<file path="src/hdl/psc_pkg.sv">
// shared types, constants and register map of the pedometer step counter
package psc_pkg;

	// field widths
	localparam int RAW_W   = 16;
	localparam int MG_W    = 14;
	localparam int TIME_W  = 32;
	localparam int STEP_W  = 24;
	localparam int AXIS_W  = 2;
	localparam int RANGE_W = 2;
	localparam int SSIZE_W = 14;
	localparam int NUM_AXES = 3;

	// conversion and saturation limits
	localparam int          MG_SCALE = 1000;
	localparam logic [MG_W-1:0]   MG_MAX   = {MG_W{1'b1}};
	localparam logic [STEP_W-1:0] STEP_MAX = {STEP_W{1'b1}};

	// axis codes
	localparam logic [AXIS_W-1:0] AXIS_X = 2'd0;
	localparam logic [AXIS_W-1:0] AXIS_Y = 2'd1;
	localparam logic [AXIS_W-1:0] AXIS_Z = 2'd2;

	// register map
	localparam int APB_DW  = 32;
	localparam int PADDR_W = 4;
	localparam int REG_IDX_W = 2;
	localparam logic [REG_IDX_W-1:0] REG_ACCEL_RANGE = 2'd0;
	localparam logic [REG_IDX_W-1:0] REG_MOVE_MIN    = 2'd1;
	localparam logic [REG_IDX_W-1:0] REG_WINDOW_US   = 2'd2;

	// register reset values
	localparam logic [RANGE_W-1:0] ACCEL_RANGE_RST = 2'd0;
	localparam logic [SSIZE_W-1:0] MOVE_MIN_RST    = 14'd200;
	localparam logic [TIME_W-1:0]  WINDOW_US_RST   = 32'd500000;

	// default moving average depth
	localparam int AVG_DEPTH_DEF = 4;

	// input beat
	typedef struct packed {
		logic signed [RAW_W-1:0] raw_x;
		logic signed [RAW_W-1:0] raw_y;
		logic signed [RAW_W-1:0] raw_z;
		logic [TIME_W-1:0]       time_us;
	} sample_t;

	// output beat
	typedef struct packed {
		logic [STEP_W-1:0] total_steps;
		logic              step_seen;
		logic [AXIS_W-1:0] axis_in_use;
	} result_t;

	// configuration seen by the datapath
	typedef struct packed {
		logic [RANGE_W-1:0] accel_range;
		logic [SSIZE_W-1:0] move_min;
		logic [TIME_W-1:0]  window_us;
	} cfg_t;

	// converted sample travelling from front to back
	typedef struct packed {
		logic [NUM_AXES-1:0][MG_W-1:0] mg;
		logic [TIME_W-1:0]             time_us;
	} mg_item_t;

endpackage

</file>
<file path="src/hdl/psc_regs.sv">
// apb configuration registers of the pedometer step counter
module psc_regs (
	input  logic                          clk,
	input  logic                          arst_n,
	input  logic                          psel,
	input  logic                          penable,
	input  logic                          pwrite,
	input  logic [psc_pkg::PADDR_W-1:0]   paddr,
	input  logic [psc_pkg::APB_DW-1:0]    pwdata,
	output logic [psc_pkg::APB_DW-1:0]    prdata,
	output logic                          pready,
	output psc_pkg::cfg_t                 cfg
);

	logic [psc_pkg::REG_IDX_W-1:0] idx;
	logic                          wr_en;
	psc_pkg::cfg_t                 cfg_q;

	assign idx    = paddr[psc_pkg::PADDR_W-1:2];
	assign wr_en  = psel & penable & pwrite;
	assign pready = 1'b1;
	assign cfg    = cfg_q;

	// register writes, unknown indexes ignored
	always_ff @(posedge clk or negedge arst_n) begin
		if (!arst_n) begin
			cfg_q.accel_range <= psc_pkg::ACCEL_RANGE_RST;
			cfg_q.move_min    <= psc_pkg::MOVE_MIN_RST;
			cfg_q.window_us   <= psc_pkg::WINDOW_US_RST;
		end else if (wr_en) begin
			unique case (idx)
				psc_pkg::REG_ACCEL_RANGE: begin
					cfg_q.accel_range <= pwdata[psc_pkg::RANGE_W-1:0];
				end
				psc_pkg::REG_MOVE_MIN: begin
					cfg_q.move_min <= pwdata[psc_pkg::SSIZE_W-1:0];
				end
				psc_pkg::REG_WINDOW_US: begin
					cfg_q.window_us <= pwdata[psc_pkg::TIME_W-1:0];
				end
				default: begin
				end
			endcase
		end
	end

	// read mux
	always_comb begin
		unique case (idx)
			psc_pkg::REG_ACCEL_RANGE: begin
				prdata = psc_pkg::APB_DW'(cfg_q.accel_range);
			end
			psc_pkg::REG_MOVE_MIN: begin
				prdata = psc_pkg::APB_DW'(cfg_q.move_min);
			end
			psc_pkg::REG_WINDOW_US: begin
				prdata = psc_pkg::APB_DW'(cfg_q.window_us);
			end
			default: begin
				prdata = '0;
			end
		endcase
	end

endmodule

</file>
<file path="src/hdl/psc_front.sv">
// front end: takes sample beats and converts each axis to milli-g
module psc_front (
	input  logic                 clk,
	input  logic                 arst_n,
	input  logic [psc_pkg::RANGE_W-1:0] accel_range,
	input  logic                 sample_valid,
	output logic                 sample_ready,
	input  psc_pkg::sample_t     sample,
	output logic                 item_valid,
	input  logic                 item_ready,
	output psc_pkg::mg_item_t    item
);

	localparam int MAG_W  = psc_pkg::RAW_W + 1;
	localparam int PROD_W = MAG_W + 10;
	localparam int SHL_W  = PROD_W + 4;

	logic signed [psc_pkg::RAW_W-1:0] raw [psc_pkg::NUM_AXES];
	logic [psc_pkg::NUM_AXES-1:0][psc_pkg::MG_W-1:0] mg;
	logic              valid_q;
	psc_pkg::mg_item_t item_q;
	logic              load;

	assign raw[0] = sample.raw_x;
	assign raw[1] = sample.raw_y;
	assign raw[2] = sample.raw_z;

	// magnitude times scale, shifted by full-scale select, saturated to 14 bits
	always_comb begin
		logic [MAG_W-1:0]  ext;
		logic [MAG_W-1:0]  mag;
		logic [PROD_W-1:0] prod;
		logic [SHL_W-1:0]  shl;
		logic [SHL_W-16:0] full;
		for (int a = 0; a < psc_pkg::NUM_AXES; a++) begin
			ext  = {raw[a][psc_pkg::RAW_W-1], raw[a]};
			mag  = raw[a][psc_pkg::RAW_W-1] ? (~ext + MAG_W'(1)) : ext;
			prod = PROD_W'(mag) * PROD_W'(psc_pkg::MG_SCALE);
			shl  = SHL_W'(prod) << (SHL_W'(accel_range) + SHL_W'(1));
			full = shl[SHL_W-1:15];
			mg[a] = (full > (SHL_W-15)'(psc_pkg::MG_MAX)) ? psc_pkg::MG_MAX
			        : full[psc_pkg::MG_W-1:0];
		end
	end

	assign sample_ready = ~valid_q | item_ready;
	assign load         = sample_valid & sample_ready;

	// holding register, refilled as soon as the queue takes the beat
	always_ff @(posedge clk or negedge arst_n) begin
		if (!arst_n) begin
			valid_q <= 1'b0;
		end else if (sample_ready) begin
			valid_q <= sample_valid;
		end
	end

	always_ff @(posedge clk) begin
		if (load) begin
			item_q.mg      <= mg;
			item_q.time_us <= sample.time_us;
		end
	end

	assign item_valid = valid_q;
	assign item       = item_q;

endmodule

</file>
<file path="src/hdl/psc_queue.sv">
// two-entry queue between front and back
module psc_queue (
	input  logic              clk,
	input  logic              arst_n,
	input  logic              wr_valid,
	output logic              wr_ready,
	input  psc_pkg::mg_item_t wr_data,
	output logic              rd_valid,
	input  logic              rd_ready,
	output psc_pkg::mg_item_t rd_data
);

	psc_pkg::mg_item_t entry_q [2];
	logic              wr_ptr_q;
	logic              rd_ptr_q;
	logic [1:0]        count_q;
	logic              push;
	logic              pop;

	assign wr_ready = (count_q != 2'd2);
	assign rd_valid = (count_q != 2'd0);
	assign push     = wr_valid & wr_ready;
	assign pop      = rd_valid & rd_ready;
	assign rd_data  = entry_q[rd_ptr_q];

	// pointers and fill count
	always_ff @(posedge clk or negedge arst_n) begin
		if (!arst_n) begin
			wr_ptr_q <= 1'b0;
			rd_ptr_q <= 1'b0;
			count_q  <= 2'd0;
		end else begin
			if (push) begin
				wr_ptr_q <= ~wr_ptr_q;
			end
			if (pop) begin
				rd_ptr_q <= ~rd_ptr_q;
			end
			case ({push, pop})
				2'b10:   count_q <= count_q + 2'd1;
				2'b01:   count_q <= count_q - 2'd1;
				default: count_q <= count_q;
			endcase
		end
	end

	// entry storage
	always_ff @(posedge clk) begin
		if (push) begin
			entry_q[wr_ptr_q] <= wr_data;
		end
	end

endmodule

</file>
<file path="src/hdl/psc_back.sv">
// back end: moving average, min/max tracking, window update and step detection
module psc_back #(
	parameter int AVG_DEPTH = psc_pkg::AVG_DEPTH_DEF
) (
	input  logic              clk,
	input  logic              arst_n,
	input  psc_pkg::cfg_t     cfg,
	input  logic              item_valid,
	output logic              item_ready,
	input  psc_pkg::mg_item_t item,
	output logic              result_valid,
	input  logic              result_ready,
	output psc_pkg::result_t  result
);

	localparam int MG_W    = psc_pkg::MG_W;
	localparam int NA      = psc_pkg::NUM_AXES;
	localparam int LOG_D   = $clog2(AVG_DEPTH);
	localparam int SUM_W   = MG_W + LOG_D;
	localparam int SLOT_W  = (AVG_DEPTH > 1) ? LOG_D : 1;
	localparam int K       = SUM_W + LOG_D;
	localparam int RECIP_W = SUM_W + 2;
	localparam int PROD_W  = SUM_W + RECIP_W;
	localparam int WORD_W  = NA * MG_W;
	localparam logic [RECIP_W-1:0] RECIP =
		RECIP_W'(((64'd1 << K) + 64'(AVG_DEPTH) - 64'd1) / 64'(AVG_DEPTH));
	localparam logic [SLOT_W-1:0] LAST_SLOT = SLOT_W'(AVG_DEPTH - 1);

	typedef logic [NA-1:0][MG_W-1:0] axes_t;

	logic en;

	// history memory and running sums
	logic [WORD_W-1:0]        hist_mem [AVG_DEPTH];
	logic [WORD_W-1:0]        hist_rd_q;
	logic [SLOT_W-1:0]        slot_q;
	logic [SLOT_W-1:0]        slot_nx;
	logic                     filled_q;
	logic [NA-1:0][SUM_W-1:0] sums_q;
	logic [NA-1:0][SUM_W-1:0] sums_nx;
	logic                     take;

	// pipeline registers
	logic                        valid_s1;
	logic [NA-1:0][SUM_W-1:0]    sum_s1;
	logic [psc_pkg::TIME_W-1:0]  time_s1;
	logic                        valid_s2;
	axes_t                       avg_s2;
	logic [psc_pkg::TIME_W-1:0]  time_s2;

	// detection state
	axes_t                        min_q;
	axes_t                        max_q;
	axes_t                        thr_q;
	logic [psc_pkg::AXIS_W-1:0]   axis_q;
	logic [MG_W-1:0]              last_q;
	logic [psc_pkg::TIME_W-1:0]   win_start_q;
	logic [psc_pkg::STEP_W-1:0]   steps_q;
	logic                         out_valid_q;
	psc_pkg::result_t             result_q;

	// detection next values
	axes_t                        min_nx;
	axes_t                        max_nx;
	axes_t                        thr_nx;
	logic [psc_pkg::AXIS_W-1:0]   axis_nx;
	logic [MG_W-1:0]              last_nx;
	logic [psc_pkg::STEP_W-1:0]   steps_nx;
	logic                         seen;
	logic                         win;
	logic                         upd;

	// whole back end moves together whenever the output slot can take a beat
	assign en         = ~out_valid_q | result_ready;
	assign item_ready = en;
	assign take       = en & item_valid;
	assign slot_nx    = (slot_q == LAST_SLOT) ? '0 : slot_q + SLOT_W'(1);

	// running sums: drop the oldest value, add the new one
	always_comb begin
		logic [MG_W-1:0] old;
		for (int a = 0; a < NA; a++) begin
			old = filled_q ? hist_rd_q[a*MG_W +: MG_W] : '0;
			sums_nx[a] = sums_q[a] - SUM_W'(old) + SUM_W'(item.mg[a]);
		end
	end

	// history write and look-ahead read of the next slot
	always_ff @(posedge clk) begin
		if (take) begin
			hist_mem[slot_q] <= item.mg;
			hist_rd_q        <= (slot_nx == slot_q) ? WORD_W'(item.mg) : hist_mem[slot_nx];
		end
	end

	always_ff @(posedge clk or negedge arst_n) begin
		if (!arst_n) begin
			slot_q   <= '0;
			filled_q <= 1'b0;
			sums_q   <= '0;
		end else if (take) begin
			slot_q <= slot_nx;
			sums_q <= sums_nx;
			if (slot_q == LAST_SLOT) begin
				filled_q <= 1'b1;
			end
		end
	end

	// stage valids
	always_ff @(posedge clk or negedge arst_n) begin
		if (!arst_n) begin
			valid_s1 <= 1'b0;
			valid_s2 <= 1'b0;
		end else if (en) begin
			valid_s1 <= item_valid;
			valid_s2 <= valid_s1;
		end
	end

	// stage 1 carries the new sums, stage 2 divides them by the depth
	always_ff @(posedge clk) begin
		logic [PROD_W-1:0] prod;
		if (en) begin
			sum_s1  <= sums_nx;
			time_s1 <= item.time_us;
			time_s2 <= time_s1;
			for (int a = 0; a < NA; a++) begin
				prod = PROD_W'(sum_s1[a]) * PROD_W'(RECIP);
				avg_s2[a] <= MG_W'(prod >> K);
			end
		end
	end

	// window check, axis choice and step detection
	always_comb begin
		logic [psc_pkg::TIME_W-1:0] elapsed;
		axes_t                      mid;
		axes_t                      swing;
		logic [MG_W:0]              both;
		logic [psc_pkg::AXIS_W-1:0] pick;
		logic [MG_W-1:0]            old;
		logic [MG_W-1:0]            thr;
		logic [MG_W-1:0]            cur;
		logic [MG_W-1:0]            diff;
		elapsed = time_s2 - win_start_q;
		win     = (elapsed >= cfg.window_us);
		for (int a = 0; a < NA; a++) begin
			both     = {1'b0, min_q[a]} + {1'b0, max_q[a]};
			mid[a]   = both[MG_W:1];
			swing[a] = (max_q[a] >= min_q[a]) ? max_q[a] - min_q[a] : '0;
		end
		if (swing[0] >= swing[1] && swing[0] >= swing[2]) begin
			pick = psc_pkg::AXIS_X;
		end else if (swing[1] >= swing[2]) begin
			pick = psc_pkg::AXIS_Y;
		end else begin
			pick = psc_pkg::AXIS_Z;
		end
		if (win) begin
			thr_nx  = mid;
			min_nx  = avg_s2;
			max_nx  = avg_s2;
			axis_nx = pick;
			old     = (pick != axis_q) ? avg_s2[pick] : last_q;
			thr     = mid[pick];
		end else begin
			thr_nx  = thr_q;
			axis_nx = axis_q;
			old     = last_q;
			thr     = thr_q[axis_q];
			for (int a = 0; a < NA; a++) begin
				min_nx[a] = (min_q[a] > avg_s2[a]) ? avg_s2[a] : min_q[a];
				max_nx[a] = (max_q[a] < avg_s2[a]) ? avg_s2[a] : max_q[a];
			end
		end
		cur      = avg_s2[axis_nx];
		diff     = (cur > old) ? cur - old : old - cur;
		last_nx  = old;
		seen     = 1'b0;
		steps_nx = steps_q;
		if (diff > cfg.move_min) begin
			last_nx = cur;
			if (old > thr && cur < thr) begin
				seen = 1'b1;
				if (steps_q != psc_pkg::STEP_MAX) begin
					steps_nx = steps_q + psc_pkg::STEP_W'(1);
				end
			end
		end
	end

	assign upd = en & valid_s2;

	// detection state
	always_ff @(posedge clk or negedge arst_n) begin
		if (!arst_n) begin
			min_q       <= '0;
			max_q       <= '0;
			thr_q       <= '0;
			axis_q      <= psc_pkg::AXIS_X;
			last_q      <= '0;
			win_start_q <= '0;
			steps_q     <= '0;
		end else if (upd) begin
			min_q   <= min_nx;
			max_q   <= max_nx;
			thr_q   <= thr_nx;
			axis_q  <= axis_nx;
			last_q  <= last_nx;
			steps_q <= steps_nx;
			if (win) begin
				win_start_q <= time_s2;
			end
		end
	end

	// output register, held while the receiver stalls
	always_ff @(posedge clk or negedge arst_n) begin
		if (!arst_n) begin
			out_valid_q <= 1'b0;
		end else if (en) begin
			out_valid_q <= valid_s2;
		end
	end

	always_ff @(posedge clk) begin
		if (upd) begin
			result_q.total_steps <= steps_nx;
			result_q.step_seen   <= seen;
			result_q.axis_in_use <= axis_nx;
		end
	end

	assign result_valid = out_valid_q;
	assign result       = result_q;

endmodule

</file>
<file path="src/hdl/pedometer_step_counter.sv">
// pedometer step counter: top level joining registers, front, queue and back
//
// sample channel: one beat per accelerometer reading (raw x/y/z and a
// microsecond timestamp), taken when sample_valid and sample_ready are high.
// result channel: one beat per sample, in order, with the step total, a flag
// for a step detected on that sample and the axis in use.
// path: a sample beat, once taken, passes the input register, queue, sum stage,
// divide stage and output register before its result is valid.
// throughput: one sample per cycle unless the receiver stalls; the running-sum
// update and the history memory port are each used once per sample.
// a stalled receiver holds the back end; the two-entry queue and the input
// register keep taking beats until they are full, then sample_ready drops.
// configuration: apb registers accel_range (0x0), minimum move (0x4) and
// window_us (0x8); write only while no sample is in flight.
// reset clears all sums, min/max, thresholds, the window start and the step
// total and loads the register defaults; history slots are not cleared: the
// oldest counts as zero until all slots are written; no clearing pass needed.
module pedometer_step_counter #(
	parameter int AVG_DEPTH = psc_pkg::AVG_DEPTH_DEF
) (
	input  logic                        clk,
	input  logic                        arst_n,
	input  logic                        sample_valid,
	output logic                        sample_ready,
	input  psc_pkg::sample_t            sample,
	output logic                        result_valid,
	input  logic                        result_ready,
	output psc_pkg::result_t            result,
	input  logic                        psel,
	input  logic                        penable,
	input  logic                        pwrite,
	input  logic [psc_pkg::PADDR_W-1:0] paddr,
	input  logic [psc_pkg::APB_DW-1:0]  pwdata,
	output logic [psc_pkg::APB_DW-1:0]  prdata,
	output logic                        pready
);

	psc_pkg::cfg_t     cfg;
	logic              f_valid;
	logic              f_ready;
	psc_pkg::mg_item_t f_item;
	logic              q_valid;
	logic              q_ready;
	psc_pkg::mg_item_t q_item;

	// configuration registers
	psc_regs u_regs (
		.clk     (clk),
		.arst_n  (arst_n),
		.psel    (psel),
		.penable (penable),
		.pwrite  (pwrite),
		.paddr   (paddr),
		.pwdata  (pwdata),
		.prdata  (prdata),
		.pready  (pready),
		.cfg     (cfg)
	);

	// conversion front end
	psc_front u_front (
		.clk          (clk),
		.arst_n       (arst_n),
		.accel_range  (cfg.accel_range),
		.sample_valid (sample_valid),
		.sample_ready (sample_ready),
		.sample       (sample),
		.item_valid   (f_valid),
		.item_ready   (f_ready),
		.item         (f_item)
	);

	// decoupling queue
	psc_queue u_queue (
		.clk      (clk),
		.arst_n   (arst_n),
		.wr_valid (f_valid),
		.wr_ready (f_ready),
		.wr_data  (f_item),
		.rd_valid (q_valid),
		.rd_ready (q_ready),
		.rd_data  (q_item)
	);

	// averaging and step detection
	psc_back #(
		.AVG_DEPTH (AVG_DEPTH)
	) u_back (
		.clk          (clk),
		.arst_n       (arst_n),
		.cfg          (cfg),
		.item_valid   (q_valid),
		.item_ready   (q_ready),
		.item         (q_item),
		.result_valid (result_valid),
		.result_ready (result_ready),
		.result       (result)
	);

endmodule
</file>
<file path="config.mk">
export PLATFORM = sky130hd
export DESIGN_NAME = pedometer_step_counter
export DESIGN_NICKNAME = d
export VERILOG_FILES = /design/src/hdl/psc_pkg.sv /design/src/hdl/psc_regs.sv /design/src/hdl/psc_front.sv /design/src/hdl/psc_queue.sv /design/src/hdl/psc_back.sv /design/src/hdl/pedometer_step_counter.sv
export SDC_FILE = /design/constraint.sdc
export NUM_CORES = 2
export LEC_CHECK = 0
export ABC_CLOCK_PERIOD_IN_PS = 16900
export BUFFER_PORTS_ARGS = -buffer_cell sky130_fd_sc_hd__buf_2
export CAP_MARGIN = 40
export CELL_PAD_IN_SITES_DETAIL_PLACEMENT = 0
export CELL_PAD_IN_SITES_GLOBAL_PLACEMENT = 1
export CORE_UTILIZATION = 30
export CTS_BUF_LIST = sky130_fd_sc_hd__clkbuf_8 sky130_fd_sc_hd__clkbuf_16
export CTS_CLUSTER_SIZE = 28
export DETAILED_ROUTE_END_ITERATION = 16
export GPL_TIMING_DRIVEN = 0
export MAX_ROUTING_LAYER = met4
export PLACE_DENSITY = 0.57
export SLEW_MARGIN = 20
export SYNTH_ARGS = -nofsm -noshare
export SYNTH_HDL_FRONTEND = slang
export SYNTH_HIERARCHICAL = 1
export SYNTH_SLANG_ARGS = --single-unit
</file>
<file path="constraint.sdc">
create_clock -name clk -period 16.9 [get_ports clk]
set_input_delay 3.38 -clock clk [delete_from_list [all_inputs] [get_ports clk]]
set_output_delay 3.38 -clock clk [all_outputs]
set_load 0.05 [all_outputs]
</file>
# [Word level (Yosys, flattened, before mapping)]
# Memories as Yosys holds them, arrays and structs flattened. A register that Yosys moved wholly into a read port is not among the register bits.
# Cells that the tools add are included.
[op_classes] n_bitwise=15 eq_ne=8 muxes=44 reduce_logical=22 addsub=23 mul=3 n_shift=3 order_cmp=23
[ops] operator="$mux 14" n=21
[ops] operator="$bmux 14 s2" n=4
[ops] operator="$pmux 32 s3" n=1
[ops] operator="$shl 27x31->31" n=3
[ops] operator="$ge 14x14->1" n=6
[ops] operator="$gt 14x14->1" n=6
[ops] operator="$mux 42" n=2
[ops] operator="$mul 17x7->24 const B" n=3
[ops] operator="$mux 24" n=3
[ops] operator="$sub 14x14->14" n=5
[ops] operator="$lt 14x14->1" n=4
[ops] operator="$add 17x1->17 const B" n=3
[ops] operator="$mux 17" n=3
[ops] operator="$not 17->17" n=3
[ops] operator="$add 16x14->16" n=3
[ops] operator="$gt 16x14->1 const B" n=3
[ops] operator="$sub 16x14->16" n=3
[ops] operator="$add 14x14->15" n=3
[ops] operator="$ge 32x32->1" n=1
[ops] operator="$sub 32x32->32" n=1
[ops] operator="$add 24x1->24 const B" n=1
[ops] operator="$ne 24x24->1 const B" n=1
[ops] operator="$reduce_and 2->1" n=11
[ops] operator="$reduce_bool 2->1" n=8
[ops] operator="16 further kinds" n=39
[word_totals] ff_bits=560 memories=2 in_bits=123 mem_bits_rw=316
[memory_table] memory="u_back.hist_mem" words=4 word_bits=42 read_ports=1 rd_clocked_by_memory_dff=1 wr=1 line_no="psc_back.sv:34" rtl="logic [WORD_W-1:0] hist_mem [AVG_DEPTH];"
[memory_table] memory="u_queue.entry_q" words=2 word_bits=74 read_ports=1 rd_clocked_by_memory_dff=0 wr=1 line_no="psc_queue.sv:13" rtl="psc_pkg::mg_item_t entry_q [2];"

# [Longest topological paths before layout]
[depth] word_depth=13 depth_mapped=66

# [Modules after synthesis]
# Netlist, hierarchy kept.
[by_module_without_submodules] mod="psc_back" area_per_inst_um2=38246.7 cells_per_inst=3570 n_inst=1 seq_area_each_um2=17867.1
[by_module_without_submodules] mod="psc_front" area_per_inst_um2=14312.5 cells_per_inst=1592 n_inst=1 seq_area_each_um2=2247.2
[by_module_without_submodules] mod="psc_queue" area_per_inst_um2=5735.5 cells_per_inst=247 n_inst=1 seq_area_each_um2=4544.4
[by_module_without_submodules] mod="psc_regs" area_per_inst_um2=2177.1 cells_per_inst=150 n_inst=1 seq_area_each_um2=1213.7

# [Worst setup path before layout]
# No wires, ideal clock.
[synth_path] path_type="register to register" startpoint="register u_back/time_s2[1] (netlist name)" endpoint="register u_back.result_q, in the netlist u_back/result[20] (data pin)" setup_ns=0.260 setup_slack_ns=4.955 period_less_slack_ns=11.945 path_stages_with_launch=59 required_time_ns=16.640 t_arrival_ns=11.684 path_buffers=4 cell_sequence="edfxtp_1 > ha_1 > nor2b_1 > o21ai_0 > a21boi_0 > o21ai_0 > a21boi_0 > o21ai_0 > a21boi_0 > o31a_1 > o41ai_1 > o21ai_0 > o41ai_1 > o221a_2 > nand2b_1 > a21oi_1 > xnor2_1 > ha_1 > (+23 left out) > xnor2_1 > ha_1 > a21o_1 > a221o_1 > a21o_1 > a21oi_1 > nor2b_1 > o21ai_0 > nand2_1 > o31ai_1 > a211o_1 > nor2_1 > a31oi_1 > nand2_1 > nand2_1 > clkbuf_1 > nor2_1 > xor2_1"
[synth_via] elab_chain_cells=9 word_cells_on_any_way=17 cone_classes="add/sub (3); order compare (5); mux (8); reduce/logical (1)"
[synth_rtl] element="start: declaration" line_no="psc_back.sv:49" rtl="logic [psc_pkg::TIME_W-1:0] time_s2;"
[synth_rtl] element="start signal: assignment" line_no="psc_back.sv:127" rtl="time_s2 <= time_s1;"
[synth_rtl] element="$sub 32x32->32 (*)" line_no="psc_back.sv:146" rtl="elapsed = time_s2 - win_start_q;"
[synth_rtl] element="$ge 32x32->1 (*)" line_no="psc_back.sv:147" rtl="win = (elapsed >= cfg.window_us);"
[synth_rtl] element="$mux 2" line_no="psc_back.sv:160" rtl="if (win) begin"
[synth_rtl] element="$bmux 14 s2" line_no="psc_back.sv:177" rtl="cur = avg_s2[axis_nx];"
[synth_rtl] element="$mux 14 (implied by the code)" line_no="psc_back.sv:177"
[synth_rtl] element="$sub 14x14->14, or another cell as far along" line_no="psc_back.sv:178" rtl="diff = (cur > old) ? cur - old : old - cur;"
[synth_rtl] element="$mux 14 / $logic_and 1x1->1 (equally long branches)" line_no="psc_back.sv:178, psc_back.sv:184"
[synth_rtl] element="$gt 14x14->1 / $mux 24 (equally long branches)" line_no="psc_back.sv:182, psc_back.sv:184"
[synth_rtl] element="$mux 24 (*)" line_no="psc_back.sv:182" rtl="if (diff > cfg.move_min) begin"
[synth_rtl] element="via u_back.steps_nx (one bit)" line_no="psc_back.sv:68" rtl="logic [psc_pkg::STEP_W-1:0] steps_nx;"
[synth_rtl] element="end: declaration" line_no="psc_back.sv:60" rtl="psc_pkg::result_t result_q;"
# Mark *: on every way through the listed nets, which the timed path passes. The rest lies on a longest branch. The select of a mux whose other input is x is not followed.
# A chain may end at the register's enable or synchronous reset.

# [Worst setup path in the final report]
[layout_path] startpoint="register u_back/time_s2[1] (netlist name)" endpoint="register u_back.result_q, in the netlist u_back/result[26] (data pin)"
# Same word-level chain as after synthesis.

==> flow_summary_export.csv <==
group,metric,value,unit
run_status,status,"finished, violations left",
run_status,violations,"design-rule violations",
clock_network,post_cts_resized,0,
route,wl_per_cell,18.86,um
worst_setup_path,slowest_stage,"o41ai_1",
yosys,synth_edf_count,607,
floorplan,rows,164,
floorplan,io_pins,185,
cells_and_area,area_growth,13.71,%
timing,hold_violations,0,
timing,finalClockSkew,0.04021,ns
worst_setup_path,max_stage_delay,0.73,ns
yosys,synthTopCellsByCount,"inv_1, edfxtp_1, ha_1",
global_route,grt.total_usage,16.37,%
route,vias_per_cell,4.727,
global_route,antenna_found_initial,2,
worst_setup_path,path_max_fanout,10,
timing,fmax,64.02,MHz
clock_network,cts_buffers,102,
global_route,grt.met3_usage,1.509,%
yosys,yosys_warnings,6,
worst_setup_path,worstSetupPathType,"reg2reg",
route,wirelength,163100,um
floorplan,core,200100,um2
route,antenna_left,0,
route,drc,12,
cells_and_area,layout.nets,6750,
yosys,synth.area.top_cells,"edfxtp_1, dfrtp_1, ha_1",
run,drv_cap,0,
timing,tns,0,ns
clock_network,cts_setup_buffers,0,
floorplan,die_w,451.0,um
timing,rsz0062_at_grt,"false",
floorplan,initial_core_util,30.23,%
global_route,grt_use_met1,21.38,%
yosys,seq_area_frac_synth,42.78,%
yosys,yosysTopAreaCell,"edfxtp_1",
yosys,synthDistinctLibCells,109,
min_path,min_path_type,"reg2reg",
clock_network,htreeDepth,3,
clock_network,numClockSinks,912,
cells_and_area,fillers,20210,
yosys,synth_most_common_cell,"inv_1",
worst_setup_path,crit_top_cell,"o21ai_0",
timing,finalCritPeriodShare,92.43,%
worst_setup_path,end_kind,"flop",
clock_network,hold_buffers,0,
yosys,ys_ff_latch,912,
yosys,synthesis.instances,5559,
global_route,gr-total-overflow,0,
place,gp_congestion,0.9014,
worst_setup_path,rrSetupSlack,1.28,ns
route,drtIter0Drc,2494,
yosys,synthArstFlopShare,33.44,%
worst_setup_path,critPathLaunchType,"flop",
timing,slew_violations,0,
clock_network,clk_latency,0.72,ns
place,numPortBuffers,180,
global_route,grt_busiest_layer,"met2",
route,drt_first_pass_iters,13,
timing,min_period,15.62,ns
floorplan,die_h,451.0,um
yosys,syn-cell-area,60470,um2
place,dpl.hpwl,130800,um
route,vias,40870,
yosys,synth.top_cell.area_share,30.14,%
global_route,grt_max_degree,82,
clock_network,cts_tree,"done",
yosys,yosys_most_used_dff,"edfxtp_1",
worst_setup_path,worstPathRequired,17.35,ns
clock_network,cts_buffer_depth,3,
timing,worst_pin_slew,0.8972,ns
global_route,grt_pass1_wl,252900,um
timing,setup_violations,0,
yosys,avgSynthCellArea,10.88,um2
cells_and_area,drive_above_1_share,12.09,%
global_route,grt_pass1_vias,41910,
clock_network,cts.clk_slew.worst_paths,0.06,ns
timing,relSlewSlack,40.19,%
floorplan,dieArea,203400,um2
worst_setup_path,cp.arrival,16.07,ns
clock_network,cts-root-buf,"clkbuf_16",
global_route,grtUsageMet2,26.89,%
critical path: cells and delay by family, from the launching register on:
| family | cells | cell delay (ns) |
|---|---|---|
| AO/OA/AOI/OAI | 32 | 8.85 |
| AND/OR/NAND/NOR | 14 | 2.30 |
| buffers and inverters | 7 | 2.10 |
| adder cells (fa/ha/maj) | 4 | 1.20 |
| flip-flops | 1 | 0.47 |
| XOR/XNOR | 3 | 0.44 |
placed cells by master, fill, tap and decap left out, types with 19 or more instances in the layout:
master     netlist  routed
dfrtp_1        295     295
xor2_1         111     111
edfxtp_1       607     607
or2_2           20      20
o21a_1          44      44
o21ai_0        374     374
or3_1           19      19
fa_1           195     195
a21o_1         101     101
and2_1          97      96
xnor2_1        220     220
clkbuf_1       139     137
nand2b_1        65      65
clkbuf_16        0     103
conb_1           3      19
a21oi_1        237     237
mux4_2          48      48
nor2b_1         52      52
inv_1          699     725
mux2_2         121     121
ha_1           530     530
a31oi_1         28      28
mux2i_1        102     102
nand4_1         45      45
a22oi_1         24      24
nor2_1         223     222
o21bai_1        54      54
clkinv_1         5      22
nand3_1         65      65
nand2_1        458     458
o31ai_1         29      28
and3_1          43      38
o211ai_1        45      45
buf_2           21     207
mux2_4          60      60
a211oi_1        24      24
nor3_1          58      58
final timing paths:
check / start / endpoint / depth (start not counted)
max reg2reg: u_back/time_s2[1]$_DFFE_PN_ / u_back/result[26]$_DFFE_PP_ / 60
min reg2reg: u_back/sum_s1[22]$_DFFE_PN_ / u_back/avg_s2[18]$_DFFE_PN_ / 0
max: u_back/time_s2[1]$_DFFE_PN_ / u_back/result[26]$_DFFE_PP_ / 60
min in group asynchronous: arst_n / u_back/steps_q[13]$_DFFE_PN0P_ / 1
max in group asynchronous: arst_n / u_back/max_q[15]$_DFFE_PN0P_ / 2
min: u_back/sum_s1[22]$_DFFE_PN_ / u_back/avg_s2[18]$_DFFE_PN_ / 0
registers in the layout, indices dropped and copies added, names as in the netlist, 2 cells and up:
register            flops
u_back/avg_s2          42
u_back/axis_q           2
u_back/hist_mem       168
u_back/hist_rd_q       42
u_back/last_q          14
u_back/max_q           42
u_back/min_q           42
u_back/result          27
u_back/slot_q           2
u_back/steps_q         24
u_back/sum_s1          42
u_back/sums_q          48
u_back/thr_q           42
u_back/time_s1         32
u_back/time_s2         32
u_back/win_start_q     32
u_front/item           74
u_queue/count_q         2
u_queue/entry_q       148
u_regs/cfg             48
metal layers:
metal	vias up	share of wire [%]
li1	20160	-
met1	19800	47
met2	701	48
met3	209	3.2
met4	0	2.7
met5	-	0
final cells by class:
cell class                      instances  area [um2]  area share, %
Multi-Input combinational cell       3773       31250          45.44
Sequential cell                       912       25870          37.63
Tap cell                             2656        3323          4.833
Clock buffer                          110        2674          3.888
Inverter                              708        2659          3.867
Timing Repair Buffer                  223        1503          2.185
Buffer                                182       808.3          1.175
Clock inverter                         81       673.1         0.9789
Antenna cell                            1       2.502       0.003639
logic make-up after synthesis:
group	synth area share, %
AND/OR/NAND/NOR	9.408
flip-flops	42.78
XOR/XNOR	4.848
multiplexers	7.219
buffers and inverters	5.719
adder cells (fa/ha/maj)	17.52
other	0.01862
AO/OA/AOI/OAI	12.48
per-stage QoR:
stage | area (um2) | utilization [%] | hold slack (ns) | worst slack [ns] | instances
floorplan | 60530 | - | 0.4003 | 4.955 | 5575
global placement | 64760 | 32.37 | 0.4013 | 0.7888 | 8411
detailed placement | 65350 | 32.67 | 0.4045 | 1.286 | 8446
CTS | 68700 | 34.34 | 0.4187 | 1.207 | 8637
global route | 68760 | 34.37 | 0.4236 | 0.2017 | 8646
finish | 68760 | 34.37 | 0.4178 | 1.280 | 8646
Power is left out: the tool's default activity adds up to more than one toggle a clock period on the data nets, which glitch-free logic cannot reach.
